### src/hw/rtl/assert_macros.svh
// ----------------------------------------------------------------------------
// assert_macros.svh
// Assertion shorthands for the run expander RTL; only the controller uses them.
// ----------------------------------------------------------------------------
`ifndef ASSERT_MACROS_SVH
`define ASSERT_MACROS_SVH

// The property must hold at every rising clock edge outside reset.
`define RRE_ASSERT(lbl, clk, rst_n, prop) \
	lbl: assert property (@(posedge clk) disable iff (!rst_n) prop) \
		else $error("%m: property failed");

// The expression must never be true outside reset.
`define RRE_NEVER(lbl, clk, rst_n, expr) \
	lbl: assert property (@(posedge clk) disable iff (!rst_n) !(expr)) \
		else $error("%m: forbidden condition seen");

`endif

### src/hw/rtl/rre_pkg.sv
// ----------------------------------------------------------------------------
// rre_pkg
// Types and constants shared by the run expander modules.
// ----------------------------------------------------------------------------
package rre_pkg;

	localparam int unsigned CHUNK_BYTES = 8;
	localparam int unsigned DATA_W      = 64;
	localparam int unsigned COUNT_W     = 4;
	localparam int unsigned LEN_W       = 9;
	localparam int unsigned WRITTEN_W   = 17;
	localparam int unsigned LIMIT_W     = 16;
	localparam int unsigned APB_AW      = 4;
	localparam int unsigned APB_DW      = 32;

	// Register indexes (byte address divided by four).
	localparam logic [1:0] REG_FILL_CODE = 2'd0;
	localparam logic [1:0] REG_FF_RUNS   = 2'd1;
	localparam logic [1:0] REG_OUT_LIMIT = 2'd2;

	// Reset values of the configuration registers.
	localparam logic [7:0]         FILL_CODE_RST = 8'h10;
	localparam logic [LIMIT_W-1:0] OUT_LIMIT_RST = 16'hFFFF;

	// Code nibbles and run byte values.
	localparam logic [3:0] NIB_ZERO_RUN = 4'h4;
	localparam logic [3:0] NIB_FF_RUN   = 4'hD;
	localparam logic [7:0] BYTE_FILL    = 8'hAA;
	localparam logic [7:0] BYTE_ZERO    = 8'h00;
	localparam logic [7:0] BYTE_FF      = 8'hFF;
	localparam logic [LEN_W-1:0] LEN_FULL = 9'h100;

	typedef struct packed {
		logic [7:0]         fill_code;
		logic               ff_runs_enable;
		logic [LIMIT_W-1:0] output_limit;
	} cfg_t;

	// Controller to datapath.
	typedef struct packed {
		logic accept;   // input request taken this cycle
		logic step;     // load the next chunk of the current run
	} cmd_t;

	// Datapath to controller.
	typedef struct packed {
		logic more;        // the incoming item gives more than one result
		logic last_chunk;  // the pending run fits in one chunk
	} sts_t;

endpackage

### src/hw/rtl/rle_run_expander_top.sv
// ----------------------------------------------------------------------------
// rle_run_expander_top
// Run-length expander: one code byte in, packed chunks of output bytes out.
// ----------------------------------------------------------------------------
//
// Channel   Direction  Content
// s_*       in         code_byte (8 bits) per request
// m_*       out        data_bytes, byte_count in tdata; last in tlast;
//                      done_res and overflow in tuser
// APB       in         fill_code @0x0, ff_runs_enable @0x4, output_limit @0x8
//
// A literal, terminator or overflow request gives a single chunk, and a new
// request is taken every cycle while the consumer keeps up.
// A run of L bytes gives ceil(L / 8) output chunks, and the chunk sequencer
// in the controller holds off the input until the last chunk of the run has
// been loaded into the output register.
// The output register takes a new request only when it is empty or its
// chunk is taken in the same cycle; a stalled consumer stalls both the chunk
// sequence and the input.
// Reset is asynchronous and active low; it clears the stream byte count,
// the run state, the output valid flag and restores the register defaults.
// ----------------------------------------------------------------------------
module rle_run_expander_top (
	input  logic                        clk,
	input  logic                        arst_n,
	// Input stream.
	input  logic                        s_tvalid,
	output logic                        s_tready,
	input  logic [7:0]                  s_tdata,   // [7:0] code_byte
	// Output stream.
	output logic                        m_tvalid,
	input  logic                        m_tready,
	output logic [71:0]                 m_tdata,   // [63:0] data_bytes, [67:64] byte_count,
	                                               // [71:68] zero
	output logic                        m_tlast,   // last
	output logic [1:0]                  m_tuser,   // [0] done_res, [1] overflow
	// Configuration port.
	input  logic                        psel,
	input  logic                        penable,
	input  logic                        pwrite,
	input  logic [rre_pkg::APB_AW-1:0]  paddr,
	input  logic [rre_pkg::APB_DW-1:0]  pwdata,
	output logic [rre_pkg::APB_DW-1:0]  prdata,
	output logic                        pready
);
	import rre_pkg::*;

	cfg_t               cfg_q;
	cmd_t               cmd;
	sts_t               sts;
	logic               wr_en;
	logic [1:0]         reg_idx;
	logic [DATA_W-1:0]  data_bytes;
	logic [COUNT_W-1:0] byte_count;
	logic               last;
	logic               done_res;
	logic               overflow;

	// The register file is written in the access phase; the low address bits
	// are ignored, so each register covers one 32-bit word.
	assign pready  = 1'b1;
	assign reg_idx = paddr[3:2];
	assign wr_en   = psel && penable && pwrite && pready;

	always_ff @(posedge clk or negedge arst_n) begin
		if (!arst_n) begin
			cfg_q.fill_code      <= FILL_CODE_RST;
			cfg_q.ff_runs_enable <= 1'b0;
			cfg_q.output_limit   <= OUT_LIMIT_RST;
		end else if (wr_en) begin
			unique case (reg_idx)
				REG_FILL_CODE: cfg_q.fill_code      <= pwdata[7:0];
				REG_FF_RUNS:   cfg_q.ff_runs_enable <= pwdata[0];
				REG_OUT_LIMIT: cfg_q.output_limit   <= pwdata[LIMIT_W-1:0];
				default: begin
				end
			endcase
		end
	end

	// Reads return the register contents zero-extended to the bus width.
	always_comb begin
		unique case (reg_idx)
			REG_FILL_CODE: prdata = APB_DW'(cfg_q.fill_code);
			REG_FF_RUNS:   prdata = APB_DW'(cfg_q.ff_runs_enable);
			REG_OUT_LIMIT: prdata = APB_DW'(cfg_q.output_limit);
			default:       prdata = '0;
		endcase
	end

	// The controller owns the handshakes and the chunk sequence.
	rre_ctrl u_ctrl (
		.clk      (clk),
		.arst_n   (arst_n),
		.s_tvalid (s_tvalid),
		.s_tready (s_tready),
		.m_tvalid (m_tvalid),
		.m_tready (m_tready),
		.sts      (sts),
		.cmd      (cmd)
	);

	// The datapath decodes the code byte, checks the output limit and builds
	// each chunk into the output register.
	rre_dpath u_dpath (
		.clk        (clk),
		.arst_n     (arst_n),
		.cfg        (cfg_q),
		.code_byte  (s_tdata),
		.cmd        (cmd),
		.sts        (sts),
		.data_bytes (data_bytes),
		.byte_count (byte_count),
		.last       (last),
		.done_res   (done_res),
		.overflow   (overflow)
	);

	assign m_tdata = {4'h0, byte_count, data_bytes};
	assign m_tlast = last;
	assign m_tuser = {overflow, done_res};

endmodule

### src/hw/rtl/rre_dpath.sv
// ----------------------------------------------------------------------------
// rre_dpath
// Code decode, stream byte accounting, run state and the output register.
// ----------------------------------------------------------------------------
module rre_dpath (
	input  logic                         clk,
	input  logic                         arst_n,
	input  rre_pkg::cfg_t                cfg,
	input  logic [7:0]                   code_byte,
	input  rre_pkg::cmd_t                cmd,
	output rre_pkg::sts_t                sts,
	output logic [rre_pkg::DATA_W-1:0]   data_bytes,
	output logic [rre_pkg::COUNT_W-1:0]  byte_count,
	output logic                         last,
	output logic                         done_res,
	output logic                         overflow
);
	import rre_pkg::*;

	function automatic logic [DATA_W-1:0] fill_chunk(input logic [7:0] v,
			input logic [COUNT_W-1:0] n);
		logic [DATA_W-1:0] d;
		d = '0;
		for (int i = 0; i < CHUNK_BYTES; i++) begin
			if (COUNT_W'(i) < n) begin
				d[8*i +: 8] = v;
			end
		end
		return d;
	endfunction

	logic [WRITTEN_W-1:0] bytes_written_q;
	logic [7:0]           run_value_q;
	logic [LEN_W-1:0]     run_remaining_q;

	logic [7:0]           val;
	logic                 is_run;
	logic [LEN_W-1:0]     len;
	logic                 lim_hit;
	logic [WRITTEN_W:0]   sum;
	logic                 ovf;
	logic                 term;
	logic [LEN_W-1:0]     src_len;
	logic [7:0]           src_val;
	logic                 src_fits;
	logic [COUNT_W-1:0]   take;

	always_comb begin
		is_run = 1'b1;
		val    = code_byte;
		priority if (cfg.fill_code == {code_byte[7:4], 4'h0}) begin
			val = BYTE_FILL;
		end else if (code_byte[7:4] == NIB_ZERO_RUN) begin
			val = BYTE_ZERO;
		end else if (cfg.ff_runs_enable && code_byte[7:4] == NIB_FF_RUN) begin
			val = BYTE_FF;
		end else begin
			is_run = 1'b0;
		end
		if (!is_run) begin
			len = LEN_W'(1);
		end else if (code_byte[3:0] == 4'h0) begin
			len = LEN_FULL;
		end else begin
			len = LEN_W'(code_byte[3:0]);
		end
	end

	assign lim_hit = bytes_written_q >= WRITTEN_W'(cfg.output_limit);
	assign sum     = (WRITTEN_W+1)'(bytes_written_q) + (WRITTEN_W+1)'(len);
	assign term    = code_byte == 8'h00;
	assign ovf     = lim_hit || (!term && sum > (WRITTEN_W+1)'(cfg.output_limit));

	// One chunk builder serves the first chunk of a new item and later chunks.
	assign src_len  = cmd.accept ? len : run_remaining_q;
	assign src_val  = cmd.accept ? val : run_value_q;
	assign src_fits = src_len <= LEN_W'(CHUNK_BYTES);
	assign take     = src_fits ? src_len[COUNT_W-1:0] : COUNT_W'(CHUNK_BYTES);

	assign sts.more       = !ovf && !term && !(len <= LEN_W'(CHUNK_BYTES));
	assign sts.last_chunk = run_remaining_q <= LEN_W'(CHUNK_BYTES);

	always_ff @(posedge clk or negedge arst_n) begin
		if (!arst_n) begin
			bytes_written_q <= '0;
			run_value_q     <= '0;
			run_remaining_q <= '0;
		end else if (cmd.accept) begin
			if (ovf || term) begin
				bytes_written_q <= '0;
				run_value_q     <= '0;
				run_remaining_q <= '0;
			end else begin
				bytes_written_q <= sum[WRITTEN_W-1:0];
				run_value_q     <= val;
				run_remaining_q <= len - LEN_W'(take);
			end
		end else if (cmd.step) begin
			run_remaining_q <= run_remaining_q - LEN_W'(take);
		end
	end

	// Output register payload.
	always_ff @(posedge clk) begin
		if (cmd.accept && (ovf || term)) begin
			data_bytes <= '0;
			byte_count <= '0;
			last       <= 1'b1;
			done_res   <= !ovf;
			overflow   <= ovf;
		end else if (cmd.accept || cmd.step) begin
			data_bytes <= fill_chunk(src_val, take);
			byte_count <= take;
			last       <= src_fits;
			done_res   <= 1'b0;
			overflow   <= 1'b0;
		end
	end

endmodule

### src/hw/rtl/rre_ctrl.sv
// ----------------------------------------------------------------------------
// rre_ctrl
// Sequencer for item intake, run chunk emission and the output valid flag.
// ----------------------------------------------------------------------------
`include "assert_macros.svh"

module rre_ctrl (
	input  logic          clk,
	input  logic          arst_n,
	input  logic          s_tvalid,
	output logic          s_tready,
	output logic          m_tvalid,
	input  logic          m_tready,
	input  rre_pkg::sts_t sts,
	output rre_pkg::cmd_t cmd
);
	import rre_pkg::*;

	typedef enum logic [0:0] {
		S_IDLE,
		S_RUN
	} state_t;

	state_t state_q;
	logic   out_valid_q;
	logic   slot_free;

	// The output register can take new data when empty or being drained.
	assign slot_free  = !out_valid_q || m_tready;
	assign s_tready   = (state_q == S_IDLE) && slot_free;
	assign cmd.accept = s_tvalid && s_tready;
	assign cmd.step   = (state_q == S_RUN) && slot_free;
	assign m_tvalid   = out_valid_q;

	always_ff @(posedge clk or negedge arst_n) begin
		if (!arst_n) begin
			state_q     <= S_IDLE;
			out_valid_q <= 1'b0;
		end else begin
			unique case (state_q)
				S_IDLE: begin
					if (cmd.accept) begin
						out_valid_q <= 1'b1;
						if (sts.more) begin
							state_q <= S_RUN;
						end
					end else if (m_tready) begin
						out_valid_q <= 1'b0;
					end
				end
				S_RUN: begin
					if (slot_free) begin
						out_valid_q <= 1'b1;
						if (sts.last_chunk) begin
							state_q <= S_IDLE;
						end
					end
				end
				default: begin
					state_q <= S_IDLE;
				end
			endcase
		end
	end

	`RRE_NEVER(a_accept_and_step, clk, arst_n, cmd.accept && cmd.step)
	`RRE_ASSERT(a_multi_enters_run, clk, arst_n, (cmd.accept && sts.more) |=> (state_q == S_RUN && out_valid_q))
	`RRE_ASSERT(a_final_chunk_leaves_run, clk, arst_n, (cmd.step && sts.last_chunk) |=> (state_q == S_IDLE && out_valid_q))

endmodule

### config.mk
export PLATFORM = sky130hd
export DESIGN_NAME = rle_run_expander_top
export DESIGN_NICKNAME = d
export VERILOG_FILES = /design/src/hw/rtl/rre_pkg.sv /design/src/hw/rtl/rle_run_expander_top.sv /design/src/hw/rtl/rre_dpath.sv /design/src/hw/rtl/rre_ctrl.sv
export VERILOG_INCLUDE_DIRS = /design/src /design/src/hw/rtl
export SDC_FILE = /design/constraint.sdc
export NUM_CORES = 1
export LEC_CHECK = 0
export BUFFER_PORTS_ARGS = -buffer_cell sky130_fd_sc_hd__clkbuf_2
export CORE_ASPECT_RATIO = 0.5
export CORE_MARGIN = 8
export CORE_UTILIZATION = 55
export DETAILED_ROUTE_END_ITERATION = 16
export PLACE_DENSITY = 0.81
export SKIP_LAST_GASP = 1
export SYNTH_ARGS = -nofsm -noshare
export SYNTH_HDL_FRONTEND = slang
export SYNTH_SLANG_ARGS = --single-unit
### constraint.sdc
create_clock -name clk -period 5.65 [get_ports clk]
set_input_delay 0.8475 -clock clk [delete_from_list [all_inputs] [get_ports clk]]
set_output_delay 0.8475 -clock clk [all_outputs]
set_load 0.01 [all_outputs]
==> impl_metrics.ini, run 1 <==
[run_status]
status = finished clean

[worst_setup_path]
crit_path_frequent_cell = a21oi_1
path_buf_inv = 5
critical-path-slowest-cell = a2111oi_2
endpoint_kind = flop
cp-start-kind = primary input
required_ns = 5.96
crit_family = compound AO/OA/AOI/OAI gates
ff2ff_setup_slack_ns = 0.41
worstPathArrival_ns = 5.68
critPathMaxFanout = 20
cp_slowest_stage_delay_ns = 0.43
worstSetupPathType = primary input to flop

[timing]
hold_viol = 0
worst_pin_slew_ns = 1.15
min_period_over_period = 0.951
setup_tns_ns = 0
min_period_ns = 5.37
setup_viol = 0
fmax_mhz = 186
finClkSkew_ns = 0.0116
relSlewSlack = 0.211
slew_viol_final = 0

[power_and_ir_drop]
power_leakage_nw = 4.23
peakVddDrop_uv = 331
intPower_mw = 2.61
power_density_nw_per_um2 = 490
pwr-share-seq = 0.358
p_sw_frac = 0.405
clkPwrFrac = 0.253
share_comb_of_total_power = 0.388
p_switching_mw = 1.78

[grt]
grt_pass1_vias = 6885
grt_use_total = 0.237
grt_pass1_wl_um = 34600
grt_start_max_net_pins = 62
grt_remaining_overflow = 0
antenna_found_initial = 0

[clock_network]
htree_num_levels = 4
clock-sinks = 132
cts_tree = yes
cts-buffers-inserted = 17
clock_latency_ns = 0.43
clkTransAtPathRegs_ns = 0.07
cts_hold_buf = 0
clk_root_buffer_cell = clkbuf_16
cts.path.max_buffers = 2

[yosys]
synthArstFlopShare = 0.462
synth_cell_type_count = 71
ys_top_cells_by_count = 107 x nor2_1, 80 x nand2_1, 69 x dfxtp_1
seq_area_frac_synth = 0.401
syn_avg_cell_area_um2 = 8.79
synth_ff_type = dfxtp_1
synth_top_area_share = 0.185
synth.area.top_cells = dfxtp_1 19%, dfrtp_1 15%, ha_1 7.2%
synth_edf_count = 2
ys_seq_elements = 132
synthCells = 848
synth_top_cell_by_area = dfxtp_1
syn-cell-area_um2 = 7450
yosysMostFrequentCell = nor2_1
yosysWarnings = 0

[place]
io_buffers = 121
gp_congestion = 0.934
hpwl_um = 15200

[routing]
drt_iter0_drc = 593
vias_per_cell = 5.88
ant_nets = 0
drt_first_pass_iters = 6
wirelength_um = 21200
drc = 0
via_count = 6857
wl_per_cell_um = 18.2

[run]
drv_cap = 0

[final_layout]
syn2layout_area_growth_pct = 20.1
finish.utilization = 0.668
layout-drive-gt1-share = 0.241
antenna_cells = 0
final_nets = 1074

[die]
die-area_um2 = 17800
die-width_um = 181
die_h_um = 98.3
row_count = 30
start_util = 0.556
boundaryPins = 161
core_um2 = 13400

[min_path]
holdCritPathClass = flop to flop
-- power by group through the flow --
stage / Sequential, mW / Clock, mW / Combinational (mW)
2_1_floorplan: 1.60 / 0 / 1.03
3_3_place_gp: 1.56 / 0 / 1.60
3_5_place_dp: 1.57 / 0 / 1.66
4_1_cts: 1.56 / 1.12 / 1.68
5_1_grt: 1.61 / 1.16 / 1.90
6_report: 1.57 / 1.11 / 1.71
-- cell type report --
cell class / count / area, um^2
Inverter: 34 / 128
Sequential cell: 132 / 2990
Clock inverter: 13 / 125
Tap cell: 176 / 220
Fill cell: 1086 / 4450
Multi-Input combinational cell: 638 / 4100
Clock buffer: 19 / 464
Timing Repair Buffer: 155 / 923
-- through the flow --
step / cell area [um^2] / hold slack (ns) / cells / power (mW) / setup slack [ns]
floorplan: 7520 / 0.443 / 867 / 2.63 / 0.325
global placement: 8290 / 0.432 / 1132 / 3.15 / -0.228
detailed placement: 8290 / 0.443 / 1132 / 3.24 / -0.478
CTS: 8880 / 0.454 / 1164 / 4.37 / 0.160
global route: 8950 / 0.475 / 1167 / 4.67 / -0.0140
finish: 8950 / 0.453 / 1167 / 4.39 / 0.276
-- flip-flops by register name, summed over array words and instances, names as in the netlist --
name                     count
u_dpath.done_res             1
u_dpath.last                 1
u_ctrl.state_q               1
cfg_q                       25
u_ctrl.m_tvalid              1
u_dpath.overflow             1
u_dpath.run_remaining_q      9
u_dpath.bytes_written_q     17
u_dpath.byte_count           4
u_dpath.data_bytes          64
u_dpath.run_value_q          8
-- final timing paths --
path                                             start                           to  cells past startpoint
min in group asynchronous                       arst_n       u_dpath.run_value_q[6]                      2
worst min register to register  u_dpath.data_bytes[57]       u_dpath.data_bytes[57]                      2
worst max register to register               cfg_q[21]        u_dpath.byte_count[2]                     24
max in group asynchronous                       arst_n  u_dpath.bytes_written_q[11]                      2
worst max-delay path                        s_tdata[4]        u_dpath.byte_count[2]                     25
worst min-delay path            u_dpath.data_bytes[57]       u_dpath.data_bytes[57]                      2
-- layer usage --
| layer | share of wire | global-route usage | up-vias | routed length [um] |
|---|---|---|---|---|
| met1 | 0.44 | 0.293 | 3296 | 9310 |
| met4 | 0.018 | 0.102 | 0 | 389 |
| met5 | 0 | 0 | - | 0 |
| li1 | - | - | 3250 | - |
| met3 | 0.089 | 0.0708 | 30 | 1880 |
| met2 | 0.45 | 0.380 | 281 | 9650 |
-- cells in the final DEF (no fill, tap or decap), drive strengths merged, types with 4 or more instances in the layout --
cell / count
a211oi: 10
a21boi: 5
a21o: 9
a21oi: 50
a22o: 13
a22oi: 46
a31oi: 5
a32oi: 5
and2: 14
and3: 6
buf: 34
clkbuf: 140
conb: 21
dfrtp: 44
dfstp: 17
dfxtp: 69
ha: 43
inv: 45
mux2: 10
mux2i: 11
nand2: 80
nand2b: 10
nand3: 28
nand4: 6
nor2: 109
nor2b: 7
nor3: 10
nor3b: 5
nor4: 4
o21a: 7
o21ai: 48
o22ai: 5
o31ai: 5
or3: 5
xnor2: 13
xor2: 12
-- cell families (layout without fill, tap and decap cells) --
family,Yosys count,count (layout),share of synthesized area
mux,21,21,0.0299
buf+inv,97,221,0.0658
simple gates,294,294,0.184
flops,132,132,0.401
other cells,2,21,0.00101
xor+xnor,25,25,0.0294
compound gates,232,232,0.212
fa+ha+maj,45,45,0.0776
-- worst reg2reg max path, cell delays in order (launching register included) --
cell,delay (ns)
dfstp_2,0.57
xnor2_1,0.17
nand3_2,0.19
o22ai_2,0.17
xor2_1,0.19
ha_1,0.20
a21oi_1,0.08
a2111oi_2,0.43
a311oi_2,0.09
o21bai_1,0.23
a21oi_1,0.11
buf_4,0.17
nor3b_1,0.26
xor2_1,0.15
ha_1,0.33
nand4_1,0.13
nor3_1,0.34
o31ai_1,0.16
a22oi_2,0.27
nor4_2,0.09
buf_4,0.21
a21oi_4,0.17
buf_12,0.19
buf_12,0.16
a21oi_1,0.05
-- repair_timing --
action                                  4_1_cts  5_1_grt
endpoints found under the hold margin         0        0
endpoints found under the setup margin       17       97
pin swaps                                     0        3
gates resized for setup                       1        8
setup buffers                                 0        3
Power figures use the tool's default switching activity.
==> run 2: changes to the inputs <==
--- a/config.mk
+++ b/config.mk
@@ -9,10 +9,11 @@
 export BUFFER_PORTS_ARGS = -buffer_cell sky130_fd_sc_hd__clkbuf_2
 export CORE_ASPECT_RATIO = 0.5
 export CORE_MARGIN = 8
-export CORE_UTILIZATION = 55
+export CORE_UTILIZATION = 56
 export DETAILED_ROUTE_END_ITERATION = 16
 export PLACE_DENSITY = 0.81
 export SKIP_LAST_GASP = 1
 export SYNTH_ARGS = -nofsm -noshare
 export SYNTH_HDL_FRONTEND = slang
+export SYNTH_HIERARCHICAL = 1
 export SYNTH_SLANG_ARGS = --single-unit
==> impl_metrics.ini, run 2 <==
[grt]
grt_pass1_wl_um = 34700
grt_use_total = 0.233
grt_pass1_vias = 6929
antenna_found_initial = 0
grt_start_max_net_pins = 62
grt_remaining_overflow = 0

[clock_network]
clock-sinks = 132
cts_tree = yes
cts.path.max_buffers = 2
cts-buffers-inserted = 17
clock_latency_ns = 0.42
htree_num_levels = 4
clkTransAtPathRegs_ns = 0.07
clk_root_buffer_cell = clkbuf_16
cts_setup_buffers = 0

[yosys]
ys_seq_elements = 132
synth_ff_type = dfxtp_1
seq_area_frac_synth = 0.385
ys_top_cells_by_count = 108 x nor2_1, 69 x dfxtp_1, 58 x a22oi_1
synthArstFlopShare = 0.462
yosysMostFrequentCell = nor2_1
syn_avg_cell_area_um2 = 9.14
synth_top_area_share = 0.178
syn-cell-area_um2 = 7760
synth_top_cell_by_area = dfxtp_1
synthCells = 849
synth.area.top_cells = dfxtp_1 18%, dfrtp_1 14%, ha_1 6.9%
yosysWarnings = 6
synth_edf_count = 2
synth_cell_type_count = 78

[worst_setup_path]
critPathMaxFanout = 11
endpoint_kind = flop
ff2ff_path_depth = 20
cp-start-kind = flop
worstSetupPathType = flop to flop
required_ns = 5.97
worstSetupStartpoint = cfg_q[18]
r2r-end = u_dpath/data_bytes[61]
ff2ff_setup_slack_ns = 0.36
crit_path_end = u_dpath/data_bytes[61]
r2r-start = cfg_q[18]
worstPathArrival_ns = 5.61

[final_layout]
largest_reg_flops = 64
top_register = u_dpath/data_bytes
stdcell_area_um2 = 9060
final_nets = 1069
syn2layout_area_growth_pct = 16.7
finish.utilization = 0.669
antenna_cells = 0
final_cell_mix = 121 x clkbuf_2, 107 x nor2_1, 69 x dfxtp_1
stdcell_count = 1178
layout-drive-gt1-share = 0.259
reg.largest.list = u_dpath/data_bytes: 64 flops, cfg_q: 25 flops, u_dpath/bytes_written_q: 17 flops
final_common_cell = clkbuf_2
fill_cells = 1123

[routing]
drc = 0
via_count = 6978
wirelength_um = 21300
vias_per_cell = 5.92
drt_first_pass_iters = 5
ant_nets = 0
wl_per_cell_um = 18.1
drt_iter0_drc = 583

[timing]
fmax_mhz = 189
setup_viol = 0
setup_tns_ns = 0
slew_viol_final = 0
min_period_ns = 5.29
grt_setup_unrepaired = false
min_period_over_period = 0.937
hold_viol = 0
finClkSkew_ns = 0.0140
worst_pin_slew_ns = 1.00
relSlewSlack = 0.327

[die]
row_count = 30
start_util = 0.573
core_um2 = 13600
boundaryPins = 161
die-width_um = 183
die_h_um = 99.3
die-area_um2 = 18100

[place]
dp_cells = 1146
hpwl_um = 15600
post_dp_cell_area_um2 = 8500
gp_congestion = 0.904
io_buffers = 121

[run]
drv_cap = 0

[power_and_ir_drop]
power_leakage_nw = 4.28
p_total_mw = 4.48
power_density_nw_per_um2 = 495
peakVddDrop_uv = 336

[run_status]
status = finished clean

[min_path]
holdCritPathClass = flop to flop
[run 2: cells by family after synthesis]
kind of cell             share of synthesized area
multiplexers                                0.0517
AND/OR/NAND/NOR                              0.175
flip-flops                                   0.385
buffers and inverters                       0.0691
XOR/XNOR                                    0.0293
other                                     0.000967
adder cells (fa/ha/maj)                     0.0745
AO/OA/AOI/OAI                                0.214
[run 2: worst max-delay path, stage by stage, from the launching register on]
cell,delay (ns)
dfrtp_1,0.40
or4_4,0.59
or2_4,0.30
o21ai_2,0.22
nand2b_1,0.11
ha_1,0.24
and3_1,0.22
a21oi_1,0.24
o211ai_2,0.18
a31oi_4,0.25
buf_4,0.17
xnor2_1,0.06
ha_1,0.21
a211oi_1,0.22
nand2_1,0.11
a2111oi_1,0.40
o31ai_1,0.18
a211oi_4,0.26
nand3_1,0.23
buf_4,0.29
o31ai_1,0.27
[run 2: stage by stage]
| step | hold WS (ns) | worst slack [ns] |
|---|---|---|
| 5_1_grt | 0.488 | 0.0357 |
| 4_1_cts | 0.458 | 0.0445 |
| 2_1_floorplan | 0.474 | 0.224 |
| 3_3_place_gp | 0.444 | 0.189 |
| 3_5_place_dp | 0.448 | 0.0325 |
| 6_report | 0.459 | 0.357 |
[run 2: worst min path at each step]
stage	from	slack [ns]	to	cells past startpoint
after floorplan	u_dpath/byte_count[0]	0.47	u_dpath/byte_count[0]	2
after detailed placement	u_dpath/byte_count[2]	0.45	u_dpath/byte_count[2]	2
after CTS	u_dpath/byte_count[2]	0.46	u_dpath/byte_count[2]	2
after global routing	u_dpath/byte_count[2]	0.49	u_dpath/byte_count[2]	2
final	u_dpath/byte_count[2]	0.46	u_dpath/byte_count[2]	2
after global placement	u_dpath/byte_count[0]	0.44	u_dpath/byte_count[0]	2
[run 2: layout make-up]
type	count	area [um^2]	share of cell area
Multi-Input combinational cell	638	4330	0.478
Sequential cell	132	2990	0.330
Timing Repair Buffer	148	821	0.0906
Clock buffer	18	429	0.0474
Tap cell	192	240	0.0265
Inverter	36	135	0.0149
Clock inverter	14	118	0.0130
[run 2: power breakdown]
part | switching, mW | internal, mW | leakage [nW] | total [mW]
clock | 0.467 | 0.574 | 0.266 | 1.04
sequential | 0.235 | 1.30 | 1.33 | 1.53
combinational | 1.15 | 0.759 | 2.69 | 1.91
total | 1.85 | 2.63 | 4.28 | 4.48
[run 2: what timing repair did]
item / CTS / global route
setup endpoints to repair: 0 / 104
hold buffers: 0 / 0
resized for setup: 0 / 5
[run 2: metal layers]
layer	part of all wire	GRT usage	vias to the layer above
met4	0.012	0.0714	0
met2	0.47	0.392	269
met5	0	0	-
met1	0.43	0.280	3401
li1	-	-	3284
met3	0.086	0.0793	24
